--- src/hdl/sidst_pkg.sv ---
`timescale 1ns / 1ps
// ----------------------------------------------------------------------------
// sidst_pkg
// Shared types and constants of the screen idle / dim / sleep timer.
// ----------------------------------------------------------------------------
package sidst_pkg;

  // Clock limits
  localparam logic [5:0] SEC_LAST  = 6'd59;
  localparam logic [5:0] MIN_LAST  = 6'd59;
  localparam logic [4:0] HOUR_LAST = 5'd23;

  // Dimming and keep-on
  localparam int unsigned SLEEP_AFTER_DIM = 5;
  localparam int unsigned KEEP_ON_BITS    = 8;
  localparam int unsigned DIM_W           = 3;
  localparam logic [DIM_W-1:0] DIM_SLEEP  = DIM_W'(SLEEP_AFTER_DIM);
  localparam logic [7:0] DIM_LOW          = 8'd1;
  localparam logic [7:0] DIM_HIGH         = 8'd5;
  localparam logic [15:0] REST_MIN        = 16'd3;
  localparam logic [15:0] IDLE_MAX        = 16'hFFFF;

  // Reset values
  localparam logic [7:0]  USER_BRIGHTNESS_RST = 8'd50;
  localparam logic [15:0] REST_SECONDS_RST    = 16'd30;

  // Configuration port
  localparam int unsigned CFG_INDEX_W = 2;
  localparam int unsigned CFG_DATA_W  = 16;
  localparam logic [CFG_INDEX_W-1:0] CFG_USER_BRIGHTNESS = 2'd0;
  localparam logic [CFG_INDEX_W-1:0] CFG_REST_SECONDS    = 2'd1;

  // Stream widths
  localparam int unsigned S_TDATA_W = 24;
  localparam int unsigned S_TUSER_W = 3;
  localparam int unsigned M_TDATA_W = 40;

  typedef enum logic [2:0] {
    CMD_SECOND   = 3'd0,
    CMD_RAMP     = 3'd1,
    CMD_ACTIVITY = 3'd2,
    CMD_KEEP_ON  = 3'd3,
    CMD_KEEP_OFF = 3'd4,
    CMD_LOAD     = 3'd5
  } cmd_t;

  typedef struct packed {
    logic [2:0] command;
    logic       usb_online;
    logic [4:0] hour_in;
    logic [5:0] minute_in;
    logic [5:0] second_in;
  } item_t;

  typedef struct packed {
    logic                   valid;
    logic [CFG_INDEX_W-1:0] index;
    logic [CFG_DATA_W-1:0]  data;
  } cfg_write_t;

  // Packed with hour in the lowest bits
  typedef struct packed {
    logic       resync_request;
    logic       sleep_request;
    logic       dimmed;
    logic [7:0] level_out;
    logic [7:0] target_out;
    logic [5:0] second_out;
    logic [5:0] minute_out;
    logic [4:0] hour_out;
  } result_t;

  localparam int unsigned RESULT_W = $bits(result_t);

endpackage

--- src/hdl/sidst_core.sv ---
`timescale 1ns / 1ps
// ----------------------------------------------------------------------------
// sidst_core
// Holds clock, idle, dimming and backlight state; updates it for one
// accepted transaction per cycle and forms the result of that transaction.
// ----------------------------------------------------------------------------
module sidst_core (
  input  logic                 clk,
  input  logic                 rst,
  input  logic                 in_fire,
  input  sidst_pkg::item_t     item,
  input  sidst_pkg::cfg_write_t cfg,
  output sidst_pkg::result_t   result
);

  logic [7:0]  user_brightness, user_brightness_next;
  logic [15:0] rest_seconds, rest_seconds_next;
  logic [5:0]  seconds, seconds_next;
  logic [5:0]  minutes, minutes_next;
  logic [4:0]  hours, hours_next;
  logic [15:0] idle_count, idle_count_next;
  logic        last_usb, last_usb_next;
  logic [sidst_pkg::DIM_W-1:0] dim_ticks, dim_ticks_next;
  logic [7:0]  target_level, target_level_next;
  logic [7:0]  backlight_level, backlight_level_next;
  logic [sidst_pkg::KEEP_ON_BITS-1:0] keep_on_depth, keep_on_depth_next;
  logic        sleep_pulse, resync_pulse;
  logic [15:0] idle_base;
  logic [7:0]  cfg_bright;

  // Idle count after the USB check and the saturating increment
  always_comb begin
    idle_base = (item.usb_online != last_usb) ? 16'd0 : idle_count;
    if (idle_base != sidst_pkg::IDLE_MAX) begin
      idle_base = idle_base + 16'd1;
    end
  end

  // Next state for the accepted transaction or configuration write
  always_comb begin
    user_brightness_next = user_brightness;
    rest_seconds_next    = rest_seconds;
    seconds_next         = seconds;
    minutes_next         = minutes;
    hours_next           = hours;
    idle_count_next      = idle_count;
    last_usb_next        = last_usb;
    dim_ticks_next       = dim_ticks;
    target_level_next    = target_level;
    backlight_level_next = backlight_level;
    keep_on_depth_next   = keep_on_depth;
    sleep_pulse          = 1'b0;
    resync_pulse         = 1'b0;
    cfg_bright           = cfg.data[7:0];

    if (in_fire) begin
      unique case (item.command)
        sidst_pkg::CMD_SECOND: begin
          // advance time of day
          if (seconds >= sidst_pkg::SEC_LAST) begin
            seconds_next = 6'd0;
            if (minutes >= sidst_pkg::MIN_LAST) begin
              minutes_next = 6'd0;
              if (hours >= sidst_pkg::HOUR_LAST) begin
                hours_next   = 5'd0;
                resync_pulse = 1'b1;
              end else begin
                hours_next = hours + 5'd1;
              end
            end else begin
              minutes_next = minutes + 6'd1;
            end
          end else begin
            seconds_next = seconds + 6'd1;
          end
          // idle tracking and dimming
          last_usb_next   = item.usb_online;
          idle_count_next = idle_base;
          if ((keep_on_depth == '0) && (idle_base >= rest_seconds)) begin
            if (dim_ticks == '0) begin
              target_level_next = (user_brightness < sidst_pkg::DIM_HIGH) ?
                                  sidst_pkg::DIM_LOW : sidst_pkg::DIM_HIGH;
            end
            if (dim_ticks < sidst_pkg::DIM_SLEEP) begin
              dim_ticks_next = dim_ticks + 1'b1;
              sleep_pulse    = (dim_ticks_next == sidst_pkg::DIM_SLEEP);
            end
          end else begin
            if (dim_ticks != '0) begin
              target_level_next = user_brightness;
            end
            dim_ticks_next = '0;
          end
        end
        sidst_pkg::CMD_RAMP: begin
          // step the backlight toward the target
          if (backlight_level < target_level) begin
            backlight_level_next = backlight_level + 8'd1;
          end else if (backlight_level > target_level) begin
            backlight_level_next = backlight_level - 8'd1;
          end
        end
        sidst_pkg::CMD_ACTIVITY: begin
          idle_count_next = 16'd0;
        end
        sidst_pkg::CMD_KEEP_ON: begin
          if (keep_on_depth == '0) begin
            keep_on_depth_next = {{(sidst_pkg::KEEP_ON_BITS-1){1'b0}}, 1'b1};
            idle_count_next    = 16'd0;
          end else if (keep_on_depth != '1) begin
            keep_on_depth_next = keep_on_depth + 1'b1;
          end
        end
        sidst_pkg::CMD_KEEP_OFF: begin
          if (keep_on_depth > {{(sidst_pkg::KEEP_ON_BITS-1){1'b0}}, 1'b1}) begin
            keep_on_depth_next = keep_on_depth - 1'b1;
          end else if (keep_on_depth != '0) begin
            keep_on_depth_next = '0;
            idle_count_next    = 16'd0;
          end
        end
        sidst_pkg::CMD_LOAD: begin
          // load time, clamping each field
          hours_next   = (item.hour_in > sidst_pkg::HOUR_LAST) ?
                         sidst_pkg::HOUR_LAST : item.hour_in;
          minutes_next = (item.minute_in > sidst_pkg::MIN_LAST) ?
                         sidst_pkg::MIN_LAST : item.minute_in;
          seconds_next = (item.second_in > sidst_pkg::SEC_LAST) ?
                         sidst_pkg::SEC_LAST : item.second_in;
        end
        default: begin
        end
      endcase
    end

    // Apply configuration writes
    if (cfg.valid) begin
      if (cfg.index == sidst_pkg::CFG_USER_BRIGHTNESS) begin
        if (cfg_bright == 8'd0) begin
          cfg_bright = 8'd1;
        end
        user_brightness_next = cfg_bright;
        target_level_next    = cfg_bright;
      end else if (cfg.index == sidst_pkg::CFG_REST_SECONDS) begin
        if (cfg.data >= sidst_pkg::REST_MIN) begin
          rest_seconds_next = cfg.data;
          idle_count_next   = 16'd0;
        end
      end
    end
  end

  // Form the result from the updated state
  always_comb begin
    result.hour_out       = hours_next;
    result.minute_out     = minutes_next;
    result.second_out     = seconds_next;
    result.target_out     = target_level_next;
    result.level_out      = backlight_level_next;
    result.dimmed         = (dim_ticks_next != '0);
    result.sleep_request  = sleep_pulse;
    result.resync_request = resync_pulse;
  end

  // Hold state
  always_ff @(posedge clk) begin
    if (rst) begin
      user_brightness <= sidst_pkg::USER_BRIGHTNESS_RST;
      rest_seconds    <= sidst_pkg::REST_SECONDS_RST;
      seconds         <= '0;
      minutes         <= '0;
      hours           <= '0;
      idle_count      <= '0;
      last_usb        <= 1'b0;
      dim_ticks       <= '0;
      target_level    <= sidst_pkg::USER_BRIGHTNESS_RST;
      backlight_level <= '0;
      keep_on_depth   <= '0;
    end else begin
      user_brightness <= user_brightness_next;
      rest_seconds    <= rest_seconds_next;
      seconds         <= seconds_next;
      minutes         <= minutes_next;
      hours           <= hours_next;
      idle_count      <= idle_count_next;
      last_usb        <= last_usb_next;
      dim_ticks       <= dim_ticks_next;
      target_level    <= target_level_next;
      backlight_level <= backlight_level_next;
      keep_on_depth   <= keep_on_depth_next;
    end
  end

  // Dim counter never runs past the sleep point
  assert property (@(posedge clk) disable iff (rst)
    dim_ticks <= sidst_pkg::DIM_SLEEP)
    else $error("dim_ticks beyond sleep point");

  // Sleep request only on the step into the sleep point
  assert property (@(posedge clk) disable iff (rst)
    result.sleep_request |=> dim_ticks == sidst_pkg::DIM_SLEEP && $past(dim_ticks) ==
      sidst_pkg::DIM_SLEEP - 1'b1)
    else $error("sleep request without reaching sleep point");

  // A second tick at 23:59:59 wraps to midnight and requests resync
  assert property (@(posedge clk) disable iff (rst)
    in_fire && !cfg.valid && item.command == sidst_pkg::CMD_SECOND &&
    hours == sidst_pkg::HOUR_LAST && minutes == sidst_pkg::MIN_LAST &&
    seconds == sidst_pkg::SEC_LAST
    |=> hours == 5'd0 && minutes == 6'd0 && seconds == 6'd0 && $past(result.resync_request))
    else $error("midnight wrap missed");

  // A held keep-on request keeps the screen undimmed after a second tick
  assert property (@(posedge clk) disable iff (rst)
    in_fire && !cfg.valid && item.command == sidst_pkg::CMD_SECOND && keep_on_depth != '0
    |=> dim_ticks == '0)
    else $error("dimmed while keep-on held");

endmodule

--- src/hdl/sidst_skid.sv ---
`timescale 1ns / 1ps
// ----------------------------------------------------------------------------
// sidst_skid
// Two-entry result buffer between the core and the master stream port.
// ----------------------------------------------------------------------------
module sidst_skid (
  input  logic               clk,
  input  logic               rst,
  input  logic               push,
  input  sidst_pkg::result_t push_data,
  output logic               ready,
  output logic               valid,
  input  logic               pop_ready,
  output sidst_pkg::result_t data
);

  sidst_pkg::result_t entry [2];
  logic       wr_ptr, rd_ptr;
  logic [1:0] count;
  logic       pop;

  assign ready = (count != 2'd2);
  assign valid = (count != 2'd0);
  assign pop   = valid && pop_ready;
  assign data  = entry[rd_ptr];

  // Store results
  always_ff @(posedge clk) begin
    if (push) begin
      entry[wr_ptr] <= push_data;
    end
  end

  // Advance pointers and occupancy
  always_ff @(posedge clk) begin
    if (rst) begin
      wr_ptr <= 1'b0;
      rd_ptr <= 1'b0;
      count  <= 2'd0;
    end else begin
      if (push) begin
        wr_ptr <= ~wr_ptr;
      end
      if (pop) begin
        rd_ptr <= ~rd_ptr;
      end
      if (push && !pop) begin
        count <= count + 2'd1;
      end else if (pop && !push) begin
        count <= count - 2'd1;
      end
    end
  end

  // Occupancy stays within the two entries
  assert property (@(posedge clk) disable iff (rst) count <= 2'd2)
    else $error("skid occupancy overflow");

  // Never push into a full buffer
  assert property (@(posedge clk) disable iff (rst) push |-> ready)
    else $error("push while full");

  // Pointers differ exactly when one entry is held
  assert property (@(posedge clk) disable iff (rst)
    (wr_ptr != rd_ptr) == (count == 2'd1))
    else $error("skid pointers inconsistent");

endmodule

--- src/hdl/screen_idle_dim_sleep_timer_unit.sv ---
`timescale 1ns / 1ps
// ----------------------------------------------------------------------------
// screen_idle_dim_sleep_timer_unit
// Time-of-day clock with idle dimming, sleep request and backlight ramp.
// ----------------------------------------------------------------------------
// Each result is registered in the result buffer before it appears on the master port.
// Throughput: one transaction per cycle while the result buffer is not full.
// The two-entry result buffer keeps input open while one result waits.
// Reset (rst, synchronous): clock 0:00:00, idle and dim counters cleared,
// brightness 50, rest time 30 s, backlight 0, result buffer empty.
module screen_idle_dim_sleep_timer_unit (
  input  logic                              clk,
  input  logic                              rst,
  input  logic                              s_tvalid,
  output logic                              s_tready,
  // usb_online, hour_in, minute_in, second_in, zero fill
  input  logic [sidst_pkg::S_TDATA_W-1:0]   s_tdata,
  // command
  input  logic [sidst_pkg::S_TUSER_W-1:0]   s_tuser,
  output logic                              m_tvalid,
  input  logic                              m_tready,
  // hour_out, minute_out, second_out, target_out, level_out, dimmed,
  // sleep_request, resync_request, zero fill
  output logic [sidst_pkg::M_TDATA_W-1:0]   m_tdata,
  input  logic                              cfg_valid,
  output logic                              cfg_ready,
  input  logic [sidst_pkg::CFG_INDEX_W-1:0] cfg_index,
  input  logic [sidst_pkg::CFG_DATA_W-1:0]  cfg_data
);

  sidst_pkg::item_t      item;
  sidst_pkg::cfg_write_t cfg;
  sidst_pkg::result_t    core_result;
  sidst_pkg::result_t    out_result;
  logic                  in_fire;

  // Unpack the input transaction
  assign in_fire         = s_tvalid && s_tready;
  assign item.command    = sidst_pkg::cmd_t'(s_tuser);
  assign item.usb_online = s_tdata[0];
  assign item.hour_in    = s_tdata[5:1];
  assign item.minute_in  = s_tdata[11:6];
  assign item.second_in  = s_tdata[17:12];

  // Configuration is always accepted
  assign cfg_ready = 1'b1;
  assign cfg.valid = cfg_valid;
  assign cfg.index = cfg_index;
  assign cfg.data  = cfg_data;

  sidst_core u_core (
    .clk     (clk),
    .rst     (rst),
    .in_fire (in_fire),
    .item    (item),
    .cfg     (cfg),
    .result  (core_result)
  );

  sidst_skid u_skid (
    .clk       (clk),
    .rst       (rst),
    .push      (in_fire),
    .push_data (core_result),
    .ready     (s_tready),
    .valid     (m_tvalid),
    .pop_ready (m_tready),
    .data      (out_result)
  );

  // Pack the result transaction
  assign m_tdata = {(sidst_pkg::M_TDATA_W - sidst_pkg::RESULT_W)'(0), out_result};

endmodule
--- config.mk ---
export PLATFORM = sky130hd
export DESIGN_NAME = screen_idle_dim_sleep_timer_unit
export DESIGN_NICKNAME = d
export VERILOG_FILES = /design/src/hdl/sidst_pkg.sv /design/src/hdl/sidst_core.sv /design/src/hdl/sidst_skid.sv /design/src/hdl/screen_idle_dim_sleep_timer_unit.sv
export SDC_FILE = /design/constraint.sdc
export NUM_CORES = 1
export LEC_CHECK = 0
export BUFFER_PORTS_ARGS = -buffer_cell sky130_fd_sc_hd__buf_4
export CORE_AREA = 2 2 223 137
export DETAILED_ROUTE_END_ITERATION = 6
export DIE_AREA = 0 0 225 139
export PLACE_DENSITY_LB_ADDON = 0.25
export SYNTH_ARGS = -nofsm -noshare
export SYNTH_HDL_FRONTEND = slang
export SYNTH_SLANG_ARGS = --single-unit
--- constraint.sdc ---
create_clock -name clk -period 5.55 [get_ports clk]
set_clock_uncertainty 0.15 [all_clocks]
set_input_delay 0.2775 -clock clk [delete_from_list [all_inputs] [get_ports clk]]
set_output_delay 0.2775 -clock clk [all_outputs]
set_load 0.01 [all_outputs]
Yosys cells after proc, flatten, opt, wreduce, memory -nomap -nowiden. Memories as Yosys holds them, arrays and structs flattened. A register that Yosys moved wholly into a read port is not among the register bits. Index checks and enable logic that the tools add are counted.

Bits in registers: 89. Latch bits: 0. Bits in writable memories: 72. Memory bits (read-only): 0. Output and inout port bits: 43. Word-level logic and storage cells: 140. Memories kept: 1.

Add/sub/neg operators: 11. Multipliers: 0. Divide/modulo/power cells: 0. $lt $le $gt $ge: 13. Equality and inequality tests: 13. Shift-type cells: 0. Muxes and demuxes: 63. Bitwise operators: 3. Reductions and logical operators: 22.

Memories: u_skid.entry (depth 2, width 36, rd ports 1, clocked after memory_dff 1, wr ports 1, RTL line sidst_skid.sv:17) `sidst_pkg::result_t entry [2];`.

Operators with widths (count): $mux W16 (10); $mux W8 (16); $pmux W16 S4 (1); $mux W6 (7); $mux W5 (5); $pmux W6 S2 (2); $add A16 B1 Y16 const B (1); $add A8 B1 Y8 const B (2); $ge A16 B16 Y1 (1); $ge A16 B2 Y1 const B (1); $logic_not A8 Y1 (2); $ne A16 B16 Y1 const B (1); $pmux W8 S2 (1); $sub A8 B1 Y8 const B (2); $mux W3 (5); $mux W1 (13); $add A6 B1 Y6 const B (2); $ge A6 B6 Y1 const B (2); $gt A6 B6 Y1 const B (2); $pmux W5 S2 (1); $eq A3 B3 Y1 const B (3); $gt A8 B1 Y1 const B (1); $gt A8 B8 Y1 (1); $lt A8 B3 Y1 const B (1); 26 further kinds (42).

Depth between registers and ports, before layout.
Depth in word-level cells: 11. Mapped depth: 21.

By module. Synthesis repeated with hierarchy kept, for this count alone.

Cell total of the unflattened synthesis: 917. Area, all modules: 8790.9 µm².

By module, submodules not included: sidst_core (instances 1, cells each 775, area an instance 5935.7 µm², sequential area each 1701.6 µm²); sidst_skid (instances 1, cells each 134, area an instance 2803.9 µm², sequential area each 2262.2 µm²); screen_idle_dim_sleep_timer_unit (instances 1, cells each 8, area an instance 51.3 µm², sequential area each 0.0 µm²).

Worst setup path before layout. OpenSTA, ideal clock, no wires.

Path kind: reg2reg. Start: reg u_core.last_usb. End: mem u_skid.entry[0][18] (netlist bit), data pin. Arrival time: 4.028 ns. Data required time: 5.137 ns. Path slack: 1.109 ns. Stages on the path, launching flop included: 21. Buffers on the path: 3. Period minus slack after synthesis: 4.441 ns. Cell sequence: dfxtp_1 -> xnor2_1 -> buf_2 -> and2_1 -> ha_1 -> nand2_1 -> nor3_1 -> and4b_1 -> buf_6 -> nor4_4 -> nand3_1 -> xor2_1 -> nor2_1 -> ha_1 -> nand4_1 -> nor3_1 -> or4b_1 -> a41oi_4 -> buf_4 -> nor3_1 -> a211o_1.

RTL lines: start: declaration (RTL line sidst_core.sv:22) `logic last_usb, last_usb_next;`; start signal: assignment (RTL line sidst_core.sv:186) `last_usb <= last_usb_next;`; end: declaration (RTL line sidst_skid.sv:17).

==> impl_metrics.csv <==
group,metric,value,unit
floorplan,chipHeight,139,microns
clock_tree,numCtsBuffers,17,
worst_setup_path,required,5580,ps
sta,setup_tns,0,ps
sta,max_freq,0.1946,GHz
worst_hold_path,hold_class,"in -> reg",
sta,setup_viol,0,
floorplan,core_area,0.02937,sq mm
clock_tree,clock-sinks,162,
sta,hold_viol,0,
placement,dp.final_hpwl,16750,microns
final_layout,area_growth_syn_to_layout,20.21,%
final_layout,final_common_cell,"buf_4",
worst_hold_path,min_path_cells,2,
clock_tree,h-tree-depth,4,
global_routing,first_global_vias,6496,
power_and_ir_drop,powerDensity,324.1,mW/mm^2
synthesis,avgSynthCellArea,9.661,sq um
synthesis,ys_ff_latch,162,
global_routing,grt.overflow.total,0,
global_routing,grt_max_degree,63,
worst_setup_path,crit_fanout,9,
worst_setup_path,timing.reg2reg.setup_slack,590,ps
floorplan,ioPinCount,93,
worst_setup_path,endpoint,"u_skid.entry[1][19]",
final_layout,drive_gt1_frac,0.1879,
route,wl_per_cell,16.83,microns
worst_setup_path,start_kind,"input pin",
clock_tree,clk_latency,440,ps
worst_setup_path,startpoint,"s_tdata[0]",
clock_tree,cts.repair.resized,0,
global_routing,antenna_found_initial,2,
worst_setup_path,worstSetupPathType,"in -> reg",
placement,dp.cells,1328,
sta,worst_pin_slew,1018,ps
power_and_ir_drop,peakVddDrop,0.1637,mV
sta,fin_crit_sh,0.9260,
clock_tree,clockBufferDepth,2,
placement,gp_congestion,0.8229,
route,ant_nets,0,
synthesis,ys_types,72,
floorplan,die_w,225,microns
sta,slew_violations,0,
placement,io_buffer_count,81,
power_and_ir_drop,power,3.391,mW
final_layout,layout_common_cells,"91 x buf_4, 89 x dfxtp_1, 84 x nand2_1",
route,drtIter0Drc,507,
route,first_pass_iters,5,
synthesis,async_flop_share,0,
final_layout,fin_util,0.3563,
route,drc,0,
clock_tree,path_clk_slew,70,ps
route,vias,6937,
floorplan,start_util,0.2964,
clock_tree,clock-root-buffer,"clkbuf_16",
sta,rsz0062_at_grt,"false",
final_layout,layout.cells.non_filler,1380,
power_and_ir_drop,power.static_leakage,3.972,nW
route,vias_per_cell,5.027,
synthesis,syn_area,0.008705,sq mm
clock_tree,cts_tree,"built",
sta,fin_hold_ws,58.50,ps
route,drt-total-wl,23220,microns
synthesis,synth_edf_count,72,
global_routing,grt_usage,0.1512,
worst_setup_path,r2r-end,"u_skid.entry[1][19]",
worst_setup_path,r2r_start,"u_core.last_usb",
worst_setup_path,arrival,5160,ps
floorplan,dieArea,0.03128,sq mm
worst_setup_path,endpoint_kind,"register",
synthesis,ys_seq_area_frac,0.4554,
synthesis,synth_warnings,0,
final_layout,nets,1068,
synthesis,ys.flop_type,"dfxtp_1",
sta,slew_headroom,0.3213,
global_routing,grt_first_pass_wirelength,36620,microns
run_status,status,"completed",
synthesis,synthCells,901,
run,maxCapViolCount,0,
worst_setup_path,worstRegToRegCells,20,
floorplan,row_count,49,
sta,post-route-min-period,5139,ps
==> cells by family (layout without fill, tap and decap cells) <==
kind of cell	after synthesis	after routing	share of synthesized area
other cells	2	8	0.0008628
simple gates	322	322	0.1874
xor+xnor	30	30	0.03019
compound gates	190	190	0.1488
flops	162	162	0.4554
buf+inv	95	186	0.04571
mux	64	64	0.07992
fa+ha+maj	36	36	0.05175
==> cells in the mapped netlist (8+ instances only) <==
| library cell | n | share of area |
|---|---|---|
| nor2b_1 | 9 | 0.0065 |
| o21ai_0 | 43 | 0.025 |
| and2_1 | 27 | 0.019 |
| clkbuf_1 | 30 | 0.013 |
| and3_1 | 12 | 0.0086 |
| mux2i_1 | 20 | 0.023 |
| inv_1 | 46 | 0.020 |
| xnor2_1 | 19 | 0.019 |
| a31oi_1 | 9 | 0.0065 |
| ha_1 | 36 | 0.052 |
| nand3_1 | 27 | 0.016 |
| nand2_1 | 84 | 0.036 |
| buf_4 | 8 | 0.0069 |
| dfxtp_1 | 90 | 0.21 |
| nand4_1 | 17 | 0.012 |
| mux2_2 | 44 | 0.057 |
| edfxtp_1 | 72 | 0.25 |
| a21oi_1 | 50 | 0.029 |
| nor3_1 | 29 | 0.017 |
| xor2_1 | 11 | 0.011 |
| nor2_1 | 73 | 0.031 |
==> cell type report <==
class	count	area, sq um
diodes	3	7.507
clock buffers	18	439.2
clock inverters	14	176.4
fillers	2928	18900
inverters	46	172.7
multi-input cells	647	4372
flip-flops and latches	162	3965
well taps	382	478.0
repair buffers	108	853.3
==> how the worst min path moves through the flow <==
stage	endpoint	slack (ps)	startpoint
floorplan	u_core.last_usb	260	s_tdata[0]
global placement	u_core.user_brightness[2]	310	u_core.user_brightness[2]
detailed placement	u_core.user_brightness[2]	310	u_core.user_brightness[2]
CTS	u_skid.entry[0][8]	40	s_tdata[9]
global route	u_skid.entry[1][14]	50	s_tdata[15]
finish	u_skid.entry[0][9]	60	s_tdata[10]
==> through the flow <==
step	instance area (sq um)	worst slack, ps
after floorplan	8716	1109
after global placement	9671	630.0
after detailed placement	9671	592.3
after CTS	10460	421.1
after global routing	10460	15.82
final	10460	410.6
==> report_power, final <==
part	switching (mW)	internal (mW)
logic	0.361	0.326
registers	0.0824	1.38
clock network	0.520	0.725
total	0.963	2.43
==> repair_timing <==
| item | in CTS | in global routing |
|---|---|---|
| setup endpoints to repair | 0 | 0 |
| hold buffers | 17 | 0 |
| hold endpoints to repair | 18 | 0 |
| setup buffers | 0 | 0 |
==> worst max-delay path, stage by stage <==
cell and delay [ps]:
dlygate4sd3_1 550, buf_4 150, xnor2_1 150, and2_1 190, ha_1 210, nand2_1 100, nor3_1 90, and4b_1 290
buf_4 180, nor3_1 440, nand3_1 210, xor2_1 190, nor2_1 130, ha_1 280, a21oi_1 160, o21ai_0 110
a2bb2oi_1 250, a41oi_4 290, buf_4 270, or4_1 400, nand3_1 110, o21ai_0 140
==> state kept, by name, indices dropped and copies added, names as in the netlist, named ones only <==
name,cells
u_core.last_usb,1
u_core.minutes,6
u_core.user_brightness,8
u_skid.wr_ptr,1
u_core.rest_seconds,16
u_core.dim_ticks,3
u_skid.count,2
u_core.hours,5
u_core.backlight_level,8
u_core.target_level,8
u_core.seconds,6
u_skid.rd_ptr,1
u_core.keep_on_depth,8
u_core.idle_count,16
u_skid.entry,72
==> layer usage <==
layer | part of all wire | vias to the layer above | wire (microns) | global-route usage
li1 | - | 3453 | - | -
met1 | 0.54 | 3291 | 12540 | 0.2374
met2 | 0.39 | 178 | 9044 | 0.1998
met3 | 0.062 | 15 | 1442 | 0.04174
met4 | 0.0082 | 0 | 191 | 0.03381
met5 | 0 | - | 0 | 0
(Power assumes the default switching activity.)
